`config.mk`:
```
export PLATFORM = sky130hd
export DESIGN_NAME = raster_rle_byte_decoder
export DESIGN_NICKNAME = d
export VERILOG_FILES = /design/src/sv/rrle_pkg.sv /design/src/sv/rrle_front.sv /design/src/sv/rrle_queue.sv /design/src/sv/rrle_back.sv /design/src/sv/raster_rle_byte_decoder.sv
export SDC_FILE = /design/constraint.sdc
export NUM_CORES = 1
export LEC_CHECK = 0
export ABC_AREA = 1
export BUFFER_PORTS_ARGS = -buffer_cell sky130_fd_sc_hd__buf_2
export CAP_MARGIN = 40
export CELL_PAD_IN_SITES_DETAIL_PLACEMENT = 0
export CELL_PAD_IN_SITES_GLOBAL_PLACEMENT = 2
export CORE_MARGIN = 4
export CORE_UTILIZATION = 38
export DETAILED_ROUTE_END_ITERATION = 12
export MAX_ROUTING_LAYER = met4
export PLACE_DENSITY = 0.94
export SYNTH_ARGS = -nofsm -noshare
export SYNTH_HDL_FRONTEND = slang
export SYNTH_HIERARCHICAL = 1
export SYNTH_SLANG_ARGS = --single-unit
```
`constraint.sdc`:
```
create_clock -name clk_i -period 14.7 [get_ports clk_i]
set_clock_uncertainty 0.2 [all_clocks]
set_input_delay 2.205 -clock clk_i [delete_from_list [all_inputs] [get_ports clk_i]]
set_output_delay 2.205 -clock clk_i [all_outputs]
set_load 0.005 [all_outputs]
```
`src/sv/rrle_pkg.sv`:
```
// Package for the raster RLE byte decoder: shared types, codes and constants.
// Used by every module of the block except the checker; depends on nothing.
package rrle_pkg;

  // Escape byte that opens a run or a literal-0x80 pair
  localparam logic [7:0] EscByte = 8'h80;
  // Narrowest supported row width
  localparam logic [15:0] MinWidth = 16'd8;
  // Depth of the command queue between front and back
  localparam int unsigned QueueDepth = 2;
  localparam int unsigned QueuePtrW = $clog2(QueueDepth);

  // Configuration register indexes (byte address = 4 * index)
  localparam logic RegRowWidth = 1'b0;
  localparam logic RegImageHeight = 1'b1;

  // Escape parser phase, one-hot
  typedef enum logic [2:0] {
    PhPlain = 3'b001,
    PhCount = 3'b010,
    PhValue = 3'b100
  } phase_e;

  // Run command from the parser: value repeated cnt_m1 + 1 times
  typedef struct packed {
    logic [7:0] value;
    logic [7:0] cnt_m1;
  } cmd_t;

  // Image geometry as written by software
  typedef struct packed {
    logic [15:0] row_width;
    logic [15:0] image_height;
  } cfg_t;

  // One output segment
  typedef struct packed {
    logic        last;
    logic        image_end;
    logic        row_end;
    logic [15:0] start_column;
    logic [15:0] row_index;
    logic [8:0]  run_length;
    logic [7:0]  pixel_value;
  } seg_t;

endpackage

```
`src/sv/rrle_front.sv`:
```
// Front end of the raster RLE decoder: escape parsing of the byte stream.
// Turns plain bytes and escape sequences into run commands. Uses rrle_pkg.
module rrle_front import rrle_pkg::*; (
  input  logic       clk_i,
  input  logic       rst_ni,
  input  logic       in_valid_i,
  output logic       in_ready_o,
  input  logic [7:0] in_byte_i,
  output logic       push_o,
  output cmd_t       push_cmd_o,
  input  logic       full_i
);

  phase_e     phase_q, phase_d;
  logic [7:0] held_q, held_d;
  logic       accept;

  // Take a word only when the queue has room for a possible command
  assign in_ready_o = !full_i;
  assign accept     = in_valid_i && !full_i;

  // Escape sequence decode
  always_comb begin
    phase_d    = phase_q;
    held_d     = held_q;
    push_o     = 1'b0;
    push_cmd_o = '{value: in_byte_i, cnt_m1: 8'd0};
    if (accept) begin
      unique case (phase_q)
        PhCount: begin
          if (in_byte_i == 8'd0) begin
            push_o     = 1'b1;
            push_cmd_o = '{value: EscByte, cnt_m1: 8'd0};
            phase_d    = PhPlain;
          end else begin
            held_d  = in_byte_i;
            phase_d = PhValue;
          end
        end
        PhValue: begin
          push_o     = 1'b1;
          push_cmd_o = '{value: in_byte_i, cnt_m1: held_q};
          phase_d    = PhPlain;
        end
        default: begin
          if (in_byte_i == EscByte) begin
            phase_d = PhCount;
          end else begin
            push_o  = 1'b1;
            phase_d = PhPlain;
          end
        end
      endcase
    end
  end

  always_ff @(posedge clk_i or negedge rst_ni) begin
    if (!rst_ni) begin
      phase_q <= PhPlain;
      held_q  <= 8'd0;
    end else begin
      phase_q <= phase_d;
      held_q  <= held_d;
    end
  end

endmodule

```
`src/sv/rrle_queue.sv`:
```
// Command queue between the parser and the run expander.
// Small register-based FIFO of run commands. Uses rrle_pkg.
module rrle_queue import rrle_pkg::*; (
  input  logic clk_i,
  input  logic rst_ni,
  input  logic push_i,
  input  cmd_t push_cmd_i,
  output logic full_o,
  input  logic pop_i,
  output logic valid_o,
  output cmd_t pop_cmd_o
);

  cmd_t                 mem_q [QueueDepth];
  logic [QueuePtrW-1:0] wr_ptr_q, rd_ptr_q;
  logic [QueuePtrW:0]   count_q;
  logic                 do_push, do_pop;

  assign full_o    = (count_q == (QueuePtrW+1)'(QueueDepth));
  assign valid_o   = (count_q != '0);
  assign pop_cmd_o = mem_q[rd_ptr_q];
  assign do_push   = push_i && !full_o;
  assign do_pop    = pop_i && valid_o;

  // Storage
  always_ff @(posedge clk_i) begin
    if (do_push) begin
      mem_q[wr_ptr_q] <= push_cmd_i;
    end
  end

  // Pointers and fill count
  always_ff @(posedge clk_i or negedge rst_ni) begin
    if (!rst_ni) begin
      wr_ptr_q <= '0;
      rd_ptr_q <= '0;
      count_q  <= '0;
    end else begin
      if (do_push) begin
        wr_ptr_q <= wr_ptr_q + 1'b1;
      end
      if (do_pop) begin
        rd_ptr_q <= rd_ptr_q + 1'b1;
      end
      unique case ({do_push, do_pop})
        2'b10:   count_q <= count_q + 1'b1;
        2'b01:   count_q <= count_q - 1'b1;
        default: count_q <= count_q;
      endcase
    end
  end

endmodule

```
`src/sv/rrle_back.sv`:
```
// Back end of the raster RLE decoder: expands run commands into row segments.
// One step per cycle unless the stream output register stalls. Uses rrle_pkg.
module rrle_back import rrle_pkg::*; (
  input  logic clk_i,
  input  logic rst_ni,
  input  cfg_t cfg_i,
  input  logic cmd_valid_i,
  input  cmd_t cmd_i,
  output logic pop_o,
  output logic out_valid_o,
  input  logic out_ready_i,
  output seg_t out_seg_o
);

  logic [7:0]  value_q, value_d;
  logic [8:0]  cnt_q, cnt_d;
  logic [16:0] col_q, col_d;
  logic [15:0] row_q, row_d;
  logic        done_q, done_d;
  logic        ovalid_q, ovalid_d;
  seg_t        seg_q, seg_d;

  logic [15:0] w16, h16, row_inc;
  logic [16:0] w17, padded, avail;
  logic [8:0]  take, cnt_rem;
  logic        seg_end, seg_img, slot_free;

  // Effective geometry
  assign w16     = (cfg_i.row_width < MinWidth) ? MinWidth : cfg_i.row_width;
  assign h16     = (cfg_i.image_height == 16'd0) ? 16'd1 : cfg_i.image_height;
  assign w17     = {1'b0, w16};
  assign padded  = w17 + {16'd0, w16[0]};
  assign row_inc = row_q + 16'd1;

  // Segment arithmetic for the current column
  assign avail   = w17 - col_q;
  assign seg_end = ({8'd0, cnt_q} >= avail);
  assign take    = seg_end ? avail[8:0] : cnt_q;
  assign cnt_rem = cnt_q - take;
  assign seg_img = seg_end && (row_q == h16 - 16'd1);

  assign slot_free   = !ovalid_q || out_ready_i;
  assign out_valid_o = ovalid_q;
  assign out_seg_o   = seg_q;

  // Expansion loop, one step per cycle; an emit step waits for a free output slot
  always_comb begin
    value_d  = value_q;
    cnt_d    = cnt_q;
    col_d    = col_q;
    row_d    = row_q;
    done_d   = done_q;
    seg_d    = seg_q;
    ovalid_d = ovalid_q && !out_ready_i;
    pop_o    = 1'b0;
    priority if (cnt_q == 9'd0) begin
      // Fetch the next run; once the image is done, runs are dropped
      pop_o = cmd_valid_i;
      if (cmd_valid_i && !done_q) begin
        value_d = cmd_i.value;
        cnt_d   = {1'b0, cmd_i.cnt_m1} + 9'd1;
      end
    end else if (done_q || row_q >= h16) begin
      done_d = 1'b1;
      cnt_d  = 9'd0;
    end else if (col_q >= padded) begin
      // Width shrank under the column: close the row
      col_d = 17'd0;
      row_d = row_inc;
      if (row_inc >= h16) begin
        done_d = 1'b1;
      end
    end else if (col_q >= w17) begin
      // Pad position of an odd-width row uses one copy
      cnt_d = cnt_q - 9'd1;
      col_d = 17'd0;
      row_d = row_inc;
      if (row_inc >= h16) begin
        done_d = 1'b1;
      end
    end else if (slot_free) begin
      ovalid_d           = 1'b1;
      seg_d.pixel_value  = value_q;
      seg_d.run_length   = take;
      seg_d.row_index    = row_q;
      seg_d.start_column = col_q[15:0];
      seg_d.row_end      = seg_end;
      seg_d.image_end    = seg_img;
      seg_d.last         = (cnt_rem == 9'd0) || seg_img ||
                           (seg_end && (padded != w17) && (cnt_rem == 9'd1));
      col_d = col_q + {8'd0, take};
      cnt_d = cnt_rem;
      if (seg_img) begin
        done_d = 1'b1;
        cnt_d  = 9'd0;
      end else if (seg_end && (padded == w17)) begin
        col_d = 17'd0;
        row_d = row_inc;
      end
    end else begin
      cnt_d = cnt_q;
    end
  end

  always_ff @(posedge clk_i or negedge rst_ni) begin
    if (!rst_ni) begin
      cnt_q    <= 9'd0;
      col_q    <= 17'd0;
      row_q    <= 16'd0;
      done_q   <= 1'b0;
      ovalid_q <= 1'b0;
    end else begin
      cnt_q    <= cnt_d;
      col_q    <= col_d;
      row_q    <= row_d;
      done_q   <= done_d;
      ovalid_q <= ovalid_d;
    end
  end

  // Payload registers
  always_ff @(posedge clk_i) begin
    value_q <= value_d;
    seg_q   <= seg_d;
  end

endmodule

```
`src/sv/raster_rle_byte_decoder.sv`:
```
// Raster RLE byte decoder, 8-bit pixels: top level with the register port.
// Instantiates rrle_front, rrle_queue and rrle_back; uses rrle_pkg.
//
// The decoder takes one encoded word per accepted input beat and emits one word
// per row segment of the expanded run. A parser in front decodes the escape
// sequences (0x80 0 for a literal 0x80, 0x80 N V for N+1 copies of V) into run
// commands held in a two-entry queue; the expander behind it walks each run one
// step per cycle unless the output register stalls an emit. A plain byte takes
// a fetch and an emit step; a run takes a fetch, an emit per row segment and a
// step per pad position of an odd-width row it crosses. Escape prefix bytes take
// no expander steps. The expander loop sets the throughput. The output register
// lets the next input word be taken while a segment waits.
// Registers: row_width at byte address 0 (reset 8), image_height at 4 (reset 1);
// write them only while the decoder is idle. After the last row, input is
// dropped until reset.
module raster_rle_byte_decoder import rrle_pkg::*; (
  input  logic        clk_i,
  input  logic        rst_ni,
  // APB register port
  input  logic        psel,
  input  logic        penable,
  input  logic        pwrite,
  input  logic [2:0]  paddr,
  input  logic [31:0] pwdata,
  output logic [31:0] prdata,
  output logic        pready,
  // Encoded input stream
  input  logic        s_axis_tvalid,
  output logic        s_axis_tready,
  input  logic [7:0]  s_axis_tdata,   // [7:0] data_byte
  // Segment output stream
  output logic        m_axis_tvalid,
  input  logic        m_axis_tready,
  output logic [55:0] m_axis_tdata,   // [7:0] pixel_value, [16:8] run_length,
                                      // [32:17] row_index, [48:33] start_column
  output logic [1:0]  m_axis_tuser,   // [0] row_end, [1] image_end
  output logic        m_axis_tlast    // last segment of the input word
);

  cfg_t cfg_q;
  logic push, full, pop, cmd_valid;
  cmd_t push_cmd, pop_cmd;
  seg_t seg;
  logic cfg_wr;

  // Register writes and reads
  assign pready = 1'b1;
  assign cfg_wr = psel && penable && pwrite && pready;

  always_ff @(posedge clk_i or negedge rst_ni) begin
    if (!rst_ni) begin
      cfg_q.row_width    <= MinWidth;
      cfg_q.image_height <= 16'd1;
    end else if (cfg_wr) begin
      unique case (paddr[2])
        RegRowWidth:    cfg_q.row_width    <= pwdata[15:0];
        RegImageHeight: cfg_q.image_height <= pwdata[15:0];
        default:        cfg_q <= cfg_q;
      endcase
    end
  end

  always_comb begin
    unique case (paddr[2])
      RegRowWidth:    prdata = {16'd0, cfg_q.row_width};
      RegImageHeight: prdata = {16'd0, cfg_q.image_height};
      default:        prdata = 32'd0;
    endcase
  end

  rrle_front u_front (
    .clk_i      (clk_i),
    .rst_ni     (rst_ni),
    .in_valid_i (s_axis_tvalid),
    .in_ready_o (s_axis_tready),
    .in_byte_i  (s_axis_tdata),
    .push_o     (push),
    .push_cmd_o (push_cmd),
    .full_i     (full)
  );

  rrle_queue u_queue (
    .clk_i      (clk_i),
    .rst_ni     (rst_ni),
    .push_i     (push),
    .push_cmd_i (push_cmd),
    .full_o     (full),
    .pop_i      (pop),
    .valid_o    (cmd_valid),
    .pop_cmd_o  (pop_cmd)
  );

  rrle_back u_back (
    .clk_i       (clk_i),
    .rst_ni      (rst_ni),
    .cfg_i       (cfg_q),
    .cmd_valid_i (cmd_valid),
    .cmd_i       (pop_cmd),
    .pop_o       (pop),
    .out_valid_o (m_axis_tvalid),
    .out_ready_i (m_axis_tready),
    .out_seg_o   (seg)
  );

  // Output packing
  assign m_axis_tdata = {7'd0, seg.start_column, seg.row_index, seg.run_length,
                         seg.pixel_value};
  assign m_axis_tuser = {seg.image_end, seg.row_end};
  assign m_axis_tlast = seg.last;

endmodule

```
==> reports/metrics.cfg <==
[logic_synthesis]
synth_top_cell_area_share=0.222
synthCells=1521
ys_seq_area_frac=0.406
synth_area_leaders=edfxtp_1, dfrtp_1, nand2_1
synth_warnings=6
syn-mean-instance-area_um2=8.17
netlist_area_um2=12400
synth_most_common_cell=nand2_1
ys_seq_elements=183
ys.flop_type=edfxtp_1
ys_async_sr_fraction=0.497
yosys.area.top_type=edfxtp_1
synth_edf_count=92
yosys-top-cells-count=nand2_1, inv_1, nor2_1, ha_1, edfxtp_1
synth_cell_type_count=62

[setup_path]
max_stage_delay_ns=0.50
start_kind=register
cp_slowest_cell=o21ai_0
cp_common_cell=nand2_1
worstPathArrival_ns=7.29
reg2reg_depth=43
critPathMaxFanout=21
crit_type=reg2reg
critPathRequiredTime_ns=14.82
worst_setup_path_end_kind=register

[flow_run]
max_cap_viol_count=0

[placement]
post-dp-hpwl_um=23500
numPortBuffers=101
gp_congestion=0.874

[global_routing]
grt_max_degree=57
antenna_found_initial=1
first_global_vias=9687
grt_pass1_wl_um=50600
grt_usage=0.181
gr-total-overflow=0

[sta]
timing.hold.ws_ns=0.223
rsz0062_at_grt=false
fin_setup_tns_ns=0
max_freq_mhz=140
maxSlewHeadroom=0.451
period_share=0.487
final-hold-violation-count=0
worstMarginPinSlew_ns=0.821
final-setup-viol-count=0
post-route-min-period_ns=7.16
slew_violations=0

[finish]
multi_input_area_um2=6320
n_fill_cell=3295
areaGrowthSynthToFinish_pct=10.9
utilization=0.432
regArea_um2=5040
drive_gt1_frac=0.139
fin_nets=1743

[cts]
cts_tree=yes
root_buffer=clkbuf_16
cts.path.max_buffers=2
cts-resized-gates=0
clkTransAtPathRegs_ns=0.08
clk_latency_ns=0.44
postCtsSetupRepairBufs=0
cts_hold_buf=0
clock-sinks=183
htreeDepth=4
cts_buffers=17

[drt]
drc=0
routedWlPerCell_um=14.9
routed_wl_um=30500
vias=9789
viasPerCell=4.79
drtIter0Drc=566
drt_first_pass_iters=5
postRouteAntennaNets=0

[worst_hold_path]
hold_class=reg2reg
hold_depth=0

[floorplanning]
die_area_um2=35700
io_pins=144
core_area_um2=31900
row_count=65
die_h_um=189
initial_core_util=0.390
die_w_um=189

[power]
p_leak_nw=6.62
powerDensity_nw_per_um2=174
peakVddDrop_uv=76.1

[outcome]
status=finished clean

area by class of cell:
class / instances / share of cell area
Multi-Input combinational cell: 1106 / 0.459
Sequential cell: 183 / 0.366
Inverter: 180 / 0.0498
Timing Repair Buffer: 106 / 0.0401
Tap cell: 435 / 0.0395
Clock buffer: 17 / 0.0309
Clock inverter: 15 / 0.0144
Antenna cell: 1 / 0.000182
registers in the layout (all words and copies together) (netlist names):
signal / flops
u_queue/rd_ptr_q: 1
u_queue/mem_q: 32
u_front/phase_q: 3
u_back/cnt_q: 9
u_back/done_q: 1
u_queue/count_q: 2
u_back/out_valid_o: 1
u_back/row_q: 16
u_queue/wr_ptr_q: 1
u_back/value_q: 8
u_front/held_q: 8
u_back/col_q: 17
cfg_q: 32
u_back/out_seg_o: 52
cell families (layout without fill, tap and decap cells):
family                     after synthesis  after routing  synth area share
AOI/OAI and AO/OA                      178            178            0.0848
adders and majority gates               99             99             0.102
other                                    2             25          0.000604
xor gates and xnor gates                75             75            0.0529
buffers and inverters                  254            318            0.0925
and+or+nand+nor                        730            730             0.262
DFF                                    183            183             0.406
critical path: cells and delay by family (launching register included):
kind            cells  cell delay, ns
compound gates      7            1.16
fa+ha+maj           5            1.61
xor+xnor            2            0.39
simple gates       24            2.80
buf+inv             5            0.35
flops               1            0.49
power by group:
| group | switching [mW] | internal (mW) | total (mW) | leakage [nW] |
|---|---|---|---|---|
| clock | 0.242 | 0.234 | 0.477 | 0.297 |
| combinational | 0.730 | 0.424 | 1.15 | 4.34 |
| sequential | 0.126 | 0.647 | 0.772 | 1.99 |
layer usage:
layer  routed length, µm  share of wire  GRT usage  vias to the layer above
met2               14900           0.49      0.307                      169
met4                 259         0.0085     0.0331                        0
met3                1080          0.035     0.0291                       15
met5                   0              0          -                        -
met1               14300           0.47      0.233                     4556
li1                    -              -          -                     5049
per-stage QoR:
stage	total power, mW	std cells	setup WS (ns)	instance area [µm²]
floorplan	1.66	1543	7.70	12500
global placement	1.92	2009	7.59	13100
detailed placement	1.94	2010	7.55	13100
CTS	2.42	2042	7.49	13800
global route	2.64	2043	6.80	13800
finish	2.40	2043	7.54	13800
final timing paths:
kind / slack [ns] / to / from
min in group asynchronous: 1.52 / cfg_q[13] / rst_ni
max in group asynchronous: 11.62 / u_front/held_q[2] / rst_ni
setup reg to reg: 7.54 / u_back/col_q[14] / cfg_q[31]
hold reg to reg: 0.22 / u_back/out_seg_o[6] / u_back/value_q[6]
setup / recovery: 7.54 / u_back/col_q[14] / cfg_q[31]
hold / removal: 0.22 / u_back/out_seg_o[6] / u_back/value_q[6]
cells in the final DEF, fill, tap and decap left out, types with 3 or more instances in the layout:
master,instances
nand2_1,407
inv_1,165
nor2_1,126
buf_2,100
ha_1,96
edfxtp_1,92
dfrtp_1,88
nand3_1,86
a21oi_1,73
xor2_1,62
o21ai_0,30
nand4_1,25
conb_1,24
o21ai_1,20
nor3_1,18
clkbuf_16,17
xnor2_1,13
nand2_4,12
inv_2,11
nand2_2,11
nor2_2,10
o21ai_2,9
o22ai_1,8
a21oi_2,7
clkinv_8,6
o21bai_1,6
buf_4,5
o21a_1,5
or2_2,5
nor4_1,4
a21boi_0,4
nor2_4,4
dfstp_2,3
inv_8,3
nor3b_1,3
nand3b_1,3
a211oi_1,3
or2_1,3
nor3_2,3
fa_1,3
Power figures use the tool's default switching activity.
